--- config.mk ---
export PLATFORM = sky130hd
export DESIGN_NAME = aged_slot_table_oldest_evict
export DESIGN_NICKNAME = d
export VERILOG_FILES = /design/src/rtl/aslot_pkg.sv /design/src/rtl/aged_slot_table_oldest_evict.sv
export SDC_FILE = /design/constraint.sdc
export NUM_CORES = 1
export LEC_CHECK = 0
export ABC_AREA = 1
export BUFFER_PORTS_ARGS = -buffer_cell sky130_fd_sc_hd__buf_2
export CAP_MARGIN = 15
export CORE_MARGIN = 10
export CORE_UTILIZATION = 44
export CTS_BUF_LIST = sky130_fd_sc_hd__clkbuf_4
export DETAILED_ROUTE_END_ITERATION = 8
export GPL_TIMING_DRIVEN = 0
export SETUP_SLACK_MARGIN = 0.5
export SYNTH_ARGS = -nofsm -noshare
export SYNTH_HDL_FRONTEND = slang
export SYNTH_SLANG_ARGS = --single-unit
export TNS_END_PERCENT = 20
--- constraint.sdc ---
create_clock -name clk -period 6.1 [get_ports clk]
set_input_delay 0.61 -clock clk [delete_from_list [all_inputs] [get_ports clk]]
set_output_delay 0.61 -clock clk [all_outputs]
set_load 0.01 [all_outputs]
--- src/rtl/aslot_pkg.sv ---
// aslot_pkg: shared widths and operation codes for the aged slot table.
// No dependencies; used by aged_slot_table_oldest_evict.
`timescale 1ns / 1ps
`default_nettype none

package aslot_pkg;

  localparam int HANDLE_W = 16;
  localparam int SLOT_W   = 4;
  localparam int COUNT_W  = 5;
  localparam int AGE_W    = 32;

  typedef logic [AGE_W-1:0] age_t;

  localparam logic FUNC_ADD    = 1'b0;
  localparam logic FUNC_REMOVE = 1'b1;

endpackage

`default_nettype wire

--- src/rtl/aged_slot_table_oldest_evict.sv ---
// aged_slot_table_oldest_evict: slot table with per-slot ages and oldest-entry replacement.
// The result is registered after the scan; a zero handle skips the scan and is rejected.
// Takes a new transaction only when idle, after the last result; a single read-modify-write pass
// over the handle and age memories, one slot per cycle through one shared increment and compare.
// Reset: synchronous active-low rst_n clears every slot valid bit and the occupied count at once.
// Depends on aslot_pkg.
`timescale 1ns / 1ps
`default_nettype none

module aged_slot_table_oldest_evict #(
  parameter int SLOTS       = 16,
  parameter int HANDLE_BITS = 16
) (
  input  wire logic                          clk,
  input  wire logic                          rst_n,
  input  wire logic                          in_valid,
  output logic                               in_ready,
  input  wire logic                          in_func,
  input  wire logic [aslot_pkg::HANDLE_W-1:0] in_handle,
  output logic                               out_valid,
  input  wire logic                          out_ready,
  output logic                               out_ok,
  output logic [aslot_pkg::SLOT_W-1:0]       out_slot,
  output logic                               out_evicted,
  output logic [aslot_pkg::HANDLE_W-1:0]     out_evicted_handle,
  output logic [aslot_pkg::COUNT_W-1:0]      out_count
);

  localparam int IW = (SLOTS > 1) ? $clog2(SLOTS) : 1;
  localparam int CW = $clog2(SLOTS + 1);

  localparam logic [1:0] ST_IDLE  = 2'd0;
  localparam logic [1:0] ST_SCAN  = 2'd1;
  localparam logic [1:0] ST_FINAL = 2'd2;

  typedef logic [HANDLE_BITS-1:0] hnd_t;

  logic [1:0]          state_r, state_nxt;
  logic                func_r, func_nxt;
  hnd_t                h_r, h_nxt;
  logic                rej_r, rej_nxt;
  logic [CW-1:0]       cnt_r, cnt_nxt;
  logic                pv_r, pv_nxt;
  logic [IW-1:0]       pidx_r, pidx_nxt;
  logic                hit_r, hit_nxt;
  logic [IW-1:0]       where_r, where_nxt;
  logic [IW-1:0]       best_r, best_nxt;
  aslot_pkg::age_t     best_age_r, best_age_nxt;
  hnd_t                best_hand_r, best_hand_nxt;
  logic [CW-1:0]       occ_r, occ_nxt;
  logic [SLOTS-1:0]    vld_r, vld_nxt;

  logic                out_valid_r, out_valid_nxt;
  logic                out_ok_r, out_ok_nxt;
  logic [IW-1:0]       out_slot_r, out_slot_nxt;
  logic                out_ev_r, out_ev_nxt;
  hnd_t                out_evh_r, out_evh_nxt;
  logic [CW-1:0]       out_cnt_r, out_cnt_nxt;

  hnd_t                hand_mem [SLOTS];
  aslot_pkg::age_t     age_mem  [SLOTS];
  hnd_t                rd_hand_r;
  aslot_pkg::age_t     rd_age_r;
  logic                rd_en;
  logic [IW-1:0]       rd_addr;
  logic                wr_hand_en, wr_age_en;
  logic [IW-1:0]       wr_addr;
  hnd_t                wr_hand;
  aslot_pkg::age_t     wr_age;

  logic                in_fire;
  logic                out_free;
  hnd_t                h_in;
  aslot_pkg::age_t     age_inc;

  assign in_ready  = (state_r == ST_IDLE);
  assign in_fire   = in_valid && in_ready;
  assign out_free  = !out_valid_r || out_ready;
  assign h_in      = HANDLE_BITS'(in_handle);
  assign age_inc   = rd_age_r + aslot_pkg::age_t'(1);
  assign rd_addr   = cnt_r[IW-1:0];

  always_comb begin
    state_nxt     = state_r;
    func_nxt      = func_r;
    h_nxt         = h_r;
    rej_nxt       = rej_r;
    cnt_nxt       = cnt_r;
    pv_nxt        = 1'b0;
    pidx_nxt      = pidx_r;
    hit_nxt       = hit_r;
    where_nxt     = where_r;
    best_nxt      = best_r;
    best_age_nxt  = best_age_r;
    best_hand_nxt = best_hand_r;
    occ_nxt       = occ_r;
    vld_nxt       = vld_r;
    out_valid_nxt = out_valid_r && !out_ready;
    out_ok_nxt    = out_ok_r;
    out_slot_nxt  = out_slot_r;
    out_ev_nxt    = out_ev_r;
    out_evh_nxt   = out_evh_r;
    out_cnt_nxt   = out_cnt_r;
    rd_en         = 1'b0;
    wr_hand_en    = 1'b0;
    wr_age_en     = 1'b0;
    wr_addr       = pidx_r;
    wr_hand       = h_r;
    wr_age        = age_inc;

    unique case (state_r)
      ST_IDLE: begin
        if (in_fire) begin
          func_nxt     = in_func;
          h_nxt        = h_in;
          rej_nxt      = (h_in == '0);
          cnt_nxt      = '0;
          hit_nxt      = 1'b0;
          where_nxt    = '0;
          best_nxt     = '0;
          best_age_nxt = '0;
          state_nxt    = (h_in == '0) ? ST_FINAL : ST_SCAN;
        end
      end
      ST_SCAN: begin
        if (cnt_r == CW'(SLOTS)) begin
          state_nxt = ST_FINAL;
        end else begin
          rd_en    = 1'b1;
          cnt_nxt  = cnt_r + CW'(1);
          pv_nxt   = 1'b1;
          pidx_nxt = cnt_r[IW-1:0];
        end
        if (pv_r) begin
          if (func_r == aslot_pkg::FUNC_ADD) begin
            if (!vld_r[pidx_r] && !hit_r) begin
              wr_hand_en      = 1'b1;
              wr_age_en       = 1'b1;
              wr_age          = '0;
              vld_nxt[pidx_r] = 1'b1;
              hit_nxt         = 1'b1;
              where_nxt       = pidx_r;
            end else if (vld_r[pidx_r]) begin
              wr_age_en = 1'b1;
              if ((pidx_r == '0) || (age_inc > best_age_r)) begin
                best_nxt      = pidx_r;
                best_age_nxt  = age_inc;
                best_hand_nxt = rd_hand_r;
              end
            end
          end else if (vld_r[pidx_r] && (rd_hand_r == h_r) && !hit_r) begin
            hit_nxt   = 1'b1;
            where_nxt = pidx_r;
          end
        end
      end
      ST_FINAL: begin
        if (out_free) begin
          out_valid_nxt = 1'b1;
          out_ok_nxt    = 1'b0;
          out_slot_nxt  = '0;
          out_ev_nxt    = 1'b0;
          out_evh_nxt   = '0;
          state_nxt     = ST_IDLE;
          priority if (rej_r) begin
            out_cnt_nxt = occ_r;
          end else if (func_r == aslot_pkg::FUNC_ADD) begin
            out_ok_nxt = 1'b1;
            if (hit_r) begin
              occ_nxt      = occ_r + CW'(1);
              out_slot_nxt = where_r;
              out_cnt_nxt  = occ_r + CW'(1);
            end else begin
              wr_hand_en   = 1'b1;
              wr_age_en    = 1'b1;
              wr_addr      = best_r;
              wr_age       = '0;
              out_slot_nxt = best_r;
              out_ev_nxt   = 1'b1;
              out_evh_nxt  = best_hand_r;
              out_cnt_nxt  = occ_r;
            end
          end else if (hit_r) begin
            vld_nxt[where_r] = 1'b0;
            occ_nxt          = occ_r - CW'(1);
            out_ok_nxt       = 1'b1;
            out_slot_nxt     = where_r;
            out_cnt_nxt      = occ_r - CW'(1);
          end else begin
            out_cnt_nxt = occ_r;
          end
        end
      end
      default: begin
        state_nxt = ST_IDLE;
      end
    endcase
  end

  always_ff @(posedge clk) begin
    if (rd_en) begin
      rd_hand_r <= hand_mem[rd_addr];
      rd_age_r  <= age_mem[rd_addr];
    end
    if (wr_hand_en) begin
      hand_mem[wr_addr] <= wr_hand;
    end
    if (wr_age_en) begin
      age_mem[wr_addr] <= wr_age;
    end
  end

  always_ff @(posedge clk) begin
    if (!rst_n) begin
      state_r     <= ST_IDLE;
      pv_r        <= 1'b0;
      occ_r       <= '0;
      vld_r       <= '0;
      out_valid_r <= 1'b0;
    end else begin
      state_r     <= state_nxt;
      pv_r        <= pv_nxt;
      occ_r       <= occ_nxt;
      vld_r       <= vld_nxt;
      out_valid_r <= out_valid_nxt;
    end
  end

  always_ff @(posedge clk) begin
    func_r      <= func_nxt;
    h_r         <= h_nxt;
    rej_r       <= rej_nxt;
    cnt_r       <= cnt_nxt;
    pidx_r      <= pidx_nxt;
    hit_r       <= hit_nxt;
    where_r     <= where_nxt;
    best_r      <= best_nxt;
    best_age_r  <= best_age_nxt;
    best_hand_r <= best_hand_nxt;
    out_ok_r    <= out_ok_nxt;
    out_slot_r  <= out_slot_nxt;
    out_ev_r    <= out_ev_nxt;
    out_evh_r   <= out_evh_nxt;
    out_cnt_r   <= out_cnt_nxt;
  end

  assign out_valid          = out_valid_r;
  assign out_ok             = out_ok_r;
  assign out_slot           = aslot_pkg::SLOT_W'(out_slot_r);
  assign out_evicted        = out_ev_r;
  assign out_evicted_handle = aslot_pkg::HANDLE_W'(out_evh_r);
  assign out_count          = aslot_pkg::COUNT_W'(out_cnt_r);

  a_occ_bound: assert property (@(posedge clk) disable iff (!rst_n)
    occ_r <= CW'(SLOTS))
    else $error("occupied count above slot count");

  a_occ_match: assert property (@(posedge clk) disable iff (!rst_n)
    (state_r == ST_IDLE) |-> ($countones(vld_r) == int'(occ_r)))
    else $error("occupied count disagrees with valid bits");

  a_fail_zero: assert property (@(posedge clk) disable iff (!rst_n)
    (out_valid_r && !out_ok_r) |-> ((out_slot_r == '0) && !out_ev_r && (out_evh_r == '0)))
    else $error("failed transaction carries slot or eviction data");

  a_busy: assert property (@(posedge clk) disable iff (!rst_n)
    in_fire |=> !in_ready)
    else $error("input accepted while a transaction is in flight");

endmodule

`default_nettype wire
Word level (Yosys, flattened, before mapping)
Memories as Yosys holds them, arrays and structs flattened. A register that Yosys moved wholly into a read port is not among the register bits.
Cells that the tools add are included.

cells by class
  add/subtract/negate cells = 4
  $lt $le $gt $ge = 5
  equality and inequality tests = 19
  multiplexer cells = 90
  bitwise logic cells = 6
  reduce and logical (&&, ||, !) cells = 28

operators by type and width
  operator                 count
  $mux W32                 13
  $pmux W32 S2             2
  $mux W16                 7
  $mux W4                  18
  $add A32 B1 Y32 const B  1
  $gt A32 B32 Y1           1
  $pmux W16 S2             1
  $mux W5                  6
  $mux W1                  29
  $ne A2 B2 Y1 const B     12
  $and A16 B16 Y16         1
  $eq A16 B16 Y1           1
  $logic_not A16 Y1        1
  $not A16 Y16             1
  $or A16 B16 Y16          1
  $pmux W4 S2              2
  $add A5 B1 Y5 const B    2
  $lt A4 B5 Y1 const B     2
  $pmux W5 S2              1
  $demux W1 S4             2
  $ge A4 B1 Y1 const B     2
  $mux W2                  4
  $reduce_and A8 Y1        1
  $logic_and A1 B1 Y1      7
  other kinds (21)         34

word-level totals
  bits in registers = 136
  memory bits (writable) = 768
  input bits = 21
  word-level logic and storage cells = 174
  memories = 2

memory list
  memory    depth  width  read ports  clocked after Yosys merged registers in  write ports  line                                text
  age_mem   16     32     1           1                                        1            aged_slot_table_oldest_evict.sv:61  aslot_pkg::age_t age_mem [SLOTS];
  hand_mem  16     16     1           1                                        1            aged_slot_table_oldest_evict.sv:60  hnd_t hand_mem [SLOTS];

Longest topological paths before layout
Gate-level depths: netlist of run 1.

  depth after elaboration = 11
  depth in mapped cells = 23
  depth with buffers taken out = 23

Least setup slack after synthesis of run 1
No wires, ideal clock.

  path type = register to register
  start = register rd_age_r[0] (read register of age_mem)
  end = register best_age_r[0], enable pin
  data arrival time = 4.339 ns
  data required time = 5.659 ns
  slack = 1.320 ns
  cell stages (with the launch flop) = 20
  path buffers = 0
  period minus slack after synthesis = 4.780 ns
  path through = edfxtp_1 > nand3_1 > nor2_2 > nand2_1 > nor3_2 > nand2_1 > nor3_1 > xor2_1 > inv_1 > ha_1 > nand2_1 > nor2_1 > nand2_1 > nor4_1 > nand2_1 > nand2_1 > nand2_1 > nand2_1 > nand2_1 > a21oi_1

on the way
  longest elaborated chain between the ends = 5

ends and longest elaborated chain
  item                                line                                 text
  from (decl)                         aged_slot_table_oldest_evict.sv:63   aslot_pkg::age_t rd_age_r;
  $add A32 B1 Y32                     aged_slot_table_oldest_evict.sv:80   assign age_inc = rd_age_r + aslot_pkg::age_t'(1);
  via age_inc[31]                     aged_slot_table_oldest_evict.sv:74   aslot_pkg::age_t age_inc;
  $gt A32 B32 Y1                      aged_slot_table_oldest_evict.sv:145  if ((pidx_r == '0) || (age_inc > best_age_r)) begin
  $logic_or A1 B1 Y1                  aged_slot_table_oldest_evict.sv:145
  $ne A2 B2 Y1 (no source line)       -
  $reduce_and A7 Y1 (no source line)  -
  to (signal assigned)                aged_slot_table_oldest_evict.sv:238  best_age_r <= best_age_nxt;
  to (decl)                           aged_slot_table_oldest_evict.sv:48   aslot_pkg::age_t best_age_r, best_age_nxt;

The timed path passes the listed nets, and every way through them passes these cells.
A chain may end at the register's enable or synchronous reset.

Worst setup path after layout of run 1
  start = register rd_age_r[0] (read register of age_mem)
  end = register best_age_r[19], enable pin

The elaborated chain is that of the path after synthesis.

==> impl_results.md, run 1 <==
* Reg-to-reg setup timing slack at 1120 ps
* Global-route wire length before repair at 166.0 mm
* Setup slack at placement at 1139 ps
* Clock buffer depth at 3
* Crit-path slowest cell: edfxtp_1
* Routed len/inst at 23.51 um
* Start point of the critical path: rd_age_r[0]$_DFFE_PP_
* Worst hold path type: in2reg
* Initial Util at 44.27%
* Min-Delay Startpoint: in_handle[1]
* EDFF count, synth at 927
* Tmin final at 4979 ps
* Final hold vios at 0
* Post-DP Area at 0.04166 mm2
* Slew margin rel. at 24.15%
* Site Rows at 109
* Number of buffers added on ports at 49
* Leak pwr at 15.31 nW
* Cell repeated most along the worst path: nand2_1
* TritonCTS Buffers at 234
* Area Growth Syn to Fin at 14.93%
* Power density over cell area at 342.5 mW/mm2
* Crit share post-route at 81.62%
* CTS tree: done
* Clock root buffer: clkbuf_4
* Mapped Cells at 3127
* Vias per Instance at 5.592
* Final wirelength at 113.6 mm
* Crit-path cells: nand3_1 > nor2_2 > nand2_1 > nor3_2 > nand2_1 > nor3_1 > xor2_1 > inv_1 > ha_1 > nand2_1 > nor2_1 > nand2_1 > nor4_1 > nand2_1 > nand2_1 > nand2_1 > nand2_1 > nand2_1 > a21oi_4 > buf_12
* Worst-path clk slew at 70 ps
* Max-slew violations at 0
* Synth Cell Area at 0.03907 mm2
* Finished Cell Area at 0.04490 mm2
* Drt pass-1 iters at 8
* Arrival time of the worst setup path at 5770 ps
* Worst skew pair latency at 1120 ps
* Share of post-route cells with drive strength above 1 at 15.39%
* Final setup viols at 0
* Total negative slack at 0 ps
* Starting DRT DRC Count at 2937
* Synth cell types at 45
* Worst vdd ir at 0.1747 mV
* Maximum fanout along the worst path at 26
* Syn_area_per_cell at 12.49 um2
* Global route total overflow at 0
* WS Path Type: reg2reg
* Synth Flop Type: edfxtp_1
* Most area-consuming cells after synthesis: edfxtp_1, o21ai_0, nor2_1
* Mapped Nets at 3188
* Die Ht at 318.0 um
* # hold bufs at CTS at 20
* Status: completed
* Final ANT Viol Nets at 0
* Critical R2R Launch: rd_age_r[0]$_DFFE_PP_
* Critical Path Sink Type: register
* Clock Sinks at 952
* Worst setup SP type: register
* Worst path max stage delay at 640 ps
* H-tree levels at 4
* Placed wire-length estimate at 76.49 mm
* Die area at 0.1011 mm2
* Pin count of the biggest net entering global routing at 35
* Post-synth ARST share at 0%
* Fmax at 0.2009 GHz
* Synth top area share at 71.26%
* Setup repair bufs after CTS at 0
* Initial antenna violation count at 3
* Tot GR Track Use at 21.81%
* Worst setup margin at 1121 ps
* GP Congestion at 0.9276
* Worst-Margin Slew at 1137 ps
* Synth warnings at 0
* Critical Path RT at 6890 ps
* Max cap viols at 0
* Core Region at 0.08824 mm2
* Synth area leader: edfxtp_1
* #FFs+latches synth at 952
* Vias post-DR at 27025
* Nets@finish at 3545
* Remaining DRCs at 0
* IO Count at 50
* RSZ-0062 raised after global routing: no
* Die X at 318.0 um
* Vias in the first global route at 26014
* Post-CTS sizing at 0
* Post-layout util at 50.88%
* Post-synthesis sequential area ratio at 72.54%
* Clock skew after layout at 52.04 ps
==> routing by layer <==
layer	global-route usage (%)	routed length [um]
met1	29.42	47320
met2	34.50	53040
met3	4.689	10300
met4	7.807	2980
met5	0	0
==> state kept, by name, indices dropped and copies added (netlist names), 16 cells and up <==
| signal | flops |
|---|---|
| best_age_r | 32 |
| best_hand_r | 16 |
| out_evicted_handle | 16 |
| vld_r | 16 |
| h_r | 16 |
| rd_age_r | 32 |
| rd_hand_r | 16 |
| hand_mem | 256 |
| age_mem | 512 |
==> report_power, final <==
group / leakage [nW] / switching [mW] / internal, mW
registers: 8.63 / 0.152 / 7.55
clock network: 1.76 / 2.58 / 2.73
logic: 4.93 / 1.74 / 0.607
total: 15.3 / 4.48 / 10.9
==> cell families after synthesis <==
family,after synthesis,share of synthesized area (%)
xor gates and xnor gates,37,0.8295
adders and majority gates,40,1.281
buffers and inverters,352,3.606
DFF,952,72.54
and+or+nand+nor,987,10.57
AOI/OAI and AO/OA,759,11.17
==> layout make-up <==
class | count | area, um2
clock buffers | 334 | 2507
well taps | 1165 | 1458
clock inverters | 82 | 496.7
flip-flops and latches | 952 | 28340
multi-input cells | 1823 | 9508
inverters | 175 | 659.4
fillers | 7652 | 43340
diodes | 4 | 10.01
plain buffers | 177 | 749.5
repair buffers | 121 | 1172
==> synth_stat cells, types with 2 or more instances <==
cell type / count
nor2_2: 10
nand2_2: 5
nand4_1: 19
o21ai_0: 442
dfxtp_1: 25
clkbuf_1: 147
a21oi_1: 81
nand3_1: 111
o211ai_1: 24
edfxtp_1: 927
nor4_1: 13
nor3_1: 16
xor2_1: 30
o21ai_2: 5
ha_1: 40
o22ai_1: 118
inv_1: 165
buf_1: 6
nand2_1: 267
nand2_4: 6
inv_2: 8
nor2_4: 10
o21a_1: 2
buf_6: 4
xnor2_1: 7
buf_4: 6
o221ai_1: 77
nor2_1: 521
o21ai_1: 3
or2_2: 4
a211oi_1: 2
buf_2: 13
==> layout by cell type (no fill, tap or decap), types with 24 or more instances in the layout <==
cell	count
a21oi_1	70
buf_2	62
buf_4	26
clkbuf_1	147
clkbuf_4	334
clkinv_1	62
dfxtp_1	25
edfxtp_1	927
ha_1	40
inv_1	165
nand2_1	267
nand3_1	111
nor2_1	501
nor2_4	27
o211ai_1	24
o21ai_0	442
o221ai_1	77
o22ai_1	118
xor2_1	30
==> final timing paths <==
kind                                   to  depth (start not counted)
max          best_age_r[19]$_SDFFCE_PN0P_                         20
min                      h_r[1]$_DFFE_PP_                          2
max reg2reg  best_age_r[19]$_SDFFCE_PN0P_                         20
min reg2reg      best_hand_r[7]$_DFFE_PP_                          0
==> through the flow <==
stage / total power, mW / instances / hold WS (ps)
2_1_floorplan: 9.071 / 3127 / 424.4
3_3_place_gp: 10.04 / 4341 / 455.6
3_5_place_dp: 10.14 / 4390 / 461.5
4_1_cts: 15.41 / 4826 / 118.3
5_1_grt: 16.00 / 4833 / 149.5
6_report: 15.38 / 4833 / 209.5
==> critical path, delay by kind of cell (launching register included) <==
family	cells	cell delay, ps
flip-flops	1	640
AO/OA/AOI/OAI	1	560
AND/OR/NAND/NOR	15	2420
adder cells (fa/ha/maj)	1	300
buffers and inverters	2	350
XOR/XNOR	1	310
Note: power is estimated with default switching activity, not from simulation.
==> run 2: changes to the inputs <==
==> constraint.sdc (replaced) <==
create_clock -name clk -period 4.55 [get_ports clk]
set_input_delay 0.455 -clock clk [delete_from_list [all_inputs] [get_ports clk]]
set_output_delay 0.455 -clock clk [all_outputs]
set_load 0.01 [all_outputs]
==> run 2 against run 1 <==
Power is 34% higher. Highest routed layer is now met5. Die area stayed put. Flip-flop and latch count stayed put. Final area is 1.5% higher. Via count is 0.68% higher. Largest cell class unchanged. Sequential share of layout area is 0.96 points lower. Critical path type unchanged. Core utilization is 0.79 points higher.
==> impl_results.md, run 2 (synthesis results as in run 1) <==
* Cell repeated most along the worst path: nand2_4
* Sequential power share at 50.0% (about the same)
* Slew margin rel. at 23.20% (-0.95 points)
* WS Path Type: reg2reg
* Leak pwr at 15.62 nW (+2.0%)
* Biggest regs: age_mem: 512 flops, hand_mem: 256 flops
* Commonest non-fill, non-tap cell in the layout: edfxtp_1
* Maximum fanout along the worst path at 8 (-69%)
* Max-slew violations at 0 (unchanged)
* Status: completed
* Leading cell types in the layout, fill and taps excluded: edfxtp_1, nor2_1, o21ai_0
* CTS tree: done
* Die Ht at 318.0 um (unchanged)
* Clock power frac at 33.9% (-0.7 points)
* Global-route wire length before repair at 167.1 mm (+0.61%)
* Final setup viols at 0 (unchanged)
* Tot GR Track Use at 21.99% (+0.17 points)
* Crit-path cells: inv_1 > nor2_4 > nand2_4 > nor3_4 > nand2_2 > nor2_4 > nand2_1 > xor2_2 > inv_2 > ha_4 > nand2_1 > nor2_1 > nand2_2 > nor4_4 > nand2_1 > nand2_2 > nand2_4 > nand2_4 > nand2_4 > a21oi_4 > buf_12 > clkbuf_16
* Worst-path clk slew at 80 ps (about the same)
* Combinational share of power at 16.1% (+0.8 points)
* GP Congestion at 0.9073 (-2.2%)
* Critical Path Sink Type: register
* Nets@finish at 3591 (+1.3%)
* Reg2reg path depth at 22 (+10%)
* Worst-Margin Slew at 1152 ps (+15.46 ps)
* Crit path max-delay family: simple AND/OR/NAND/NOR gates
* Fmax at 0.2483 GHz (+24%)
* CP bufs+invs at 4 (+2)
* Starting DRT DRC Count at 3199 (+8.9%)
* Max cap viols at 0 (unchanged)
* Clock buffer depth at 3 (unchanged)
* Arrival time of the worst setup path at 4840 ps (-930 ps)
* Tmin final at 4028 ps (-950.4 ps)
* Initial Util at 44.27% (unchanged)
* Core Region at 0.08824 mm2 (unchanged)
* Crit share post-route at 88.53% (+6.9 points)
* Switching share of power at 29.26% (+0.12 points)
* Power density over cell area at 452.4 mW/mm2 (+32%)
* Number of buffers added on ports at 49 (unchanged)
* Post-layout util at 51.67% (+0.79 points)
* Post-DP Area at 0.04169 mm2 (about the same)
* Routed len/inst at 23.57 um (+0.24%)
* Crit-path slowest cell: edfxtp_1
* Max reg flops at 512 (unchanged)
* WHS Path Cells at 2 (unchanged)
* Storage element area at 0.02834 mm2 (unchanged)
* Clock Sinks at 952 (unchanged)
* Area Growth Syn to Fin at 16.71%
* Die area at 0.1011 mm2 (unchanged)
* Vias in the first global route at 26081 (+0.26%)
* RSZ-0062 raised after global routing: yes
* Initial antenna violation count at 4 (+1)
* Largest Register: age_mem
* Remaining DRCs at 0 (unchanged)
* Die X at 318.0 um (unchanged)
* Sw Pwr at 6.037 mW (+35%)
* Multi-input logic area at 0.009761 mm2 (+2.7%)
* Placed wire-length estimate at 77.29 mm (+1.0%)
* TritonCTS Buffers at 234 (unchanged)
* Worst hold path type: in2reg
* Global route total overflow at 0 (unchanged)
* Final hold vios at 0 (unchanged)
* H-tree levels at 4 (unchanged)
* Drt pass-1 iters at 6 (-2)
* Clock skew after layout at 55.90 ps (+3.860 ps)
* Final wirelength at 115.0 mm (+1.2%)
* Vias post-DR at 27210 (+0.68%)
* Worst skew pair latency at 1130 ps (about the same)
* Worst setup SP type: register
* Final ANT Viol Nets at 0 (unchanged)
* Finished Cell Area at 0.04559 mm2 (+1.5%)
* Worst path max stage delay at 530 ps (-110 ps)
* Final hold slack at 129.8 ps (-79.74 ps)
* Pin count of the biggest net entering global routing at 35 (unchanged)
* Worst vdd ir at 0.2799 mV (+60%)
* Critical Path Stages at 22 (+10%)
* Fillcell total at 7576 (-0.99%)
* Internal power component at 14.59 mW (+34%)
* Critical Path RT at 5360 ps (-1530 ps)
* Site Rows at 109 (unchanged)
* Vias per Instance at 5.579 (-0.22%)
* IO Count at 50 (unchanged)
* Share of post-route cells with drive strength above 1 at 17.07% (+1.7 points)
* Clock root buffer: clkbuf_4
## run 2: power by group through the flow
stage	registers (mW)	logic [mW]	clock network (mW)
global route	10.3	3.57	7.59
finish	10.3	3.32	6.99
CTS	10.3	3.17	7.11
detailed placement	10.5	3.10	0
floorplan	10.4	1.74	0
global placement	10.5	2.93	0
## run 2: worst paths after layout
kind	slack [ps]	end	start
max	520	best_age_r[28]$_SDFFCE_PN0P_	rd_age_r[4]$_DFFE_PP_
min	130	h_r[15]$_DFFE_PP_	in_handle[15]
max reg2reg	520	best_age_r[28]$_SDFFCE_PN0P_	rd_age_r[4]$_DFFE_PP_
min reg2reg	480	best_hand_r[7]$_DFFE_PP_	rd_hand_r[7]$_DFFE_PP_
## run 2: metrics by stage
| step | cells | setup TNS, ps | power [mW] | setup slack (ps) |
|---|---|---|---|---|
| floorplan | 3127 | 0 | 12.16 | 771.2 |
| global placement | 4341 | -593610 | 13.46 | -1709 |
| detailed placement | 4389 | -4736 | 13.61 | -245.8 |
| CTS | 4847 | 0 | 20.59 | 507.7 |
| global route | 4877 | 0 | 21.50 | 342.4 |
| finish | 4877 | 0 | 20.63 | 521.8 |
## run 2: timing repair
action | 4_1_cts | 5_1_grt
pin swaps | 1 | 17
cloned | 0 | 3
resized for setup | 9 | 45
hold buffers | 36 | 0
endpoints found under the hold margin | 43 | 0
setup buffers | 8 | 16
endpoints found under the setup margin | 52 | 84
## run 2: cell type report
class	instances	share of cell area [%]
repair buffers	167	3.683
well taps	1165	3.197
inverters	175	1.446
multi-input cells	1823	21.41
clock buffers	344	5.664
clock inverters	70	0.7821
flip-flops and latches	952	62.15
diodes	4	0.02195
plain buffers	177	1.644
## run 2: layer usage
metal	vias up	GRT usage, %	wire length, um
met5	-	0	8
met4	2	9.498	4121
met3	231	5.367	11410
met2	1420	33.89	52390
met1	13176	29.36	47030
li1	12381	-	-
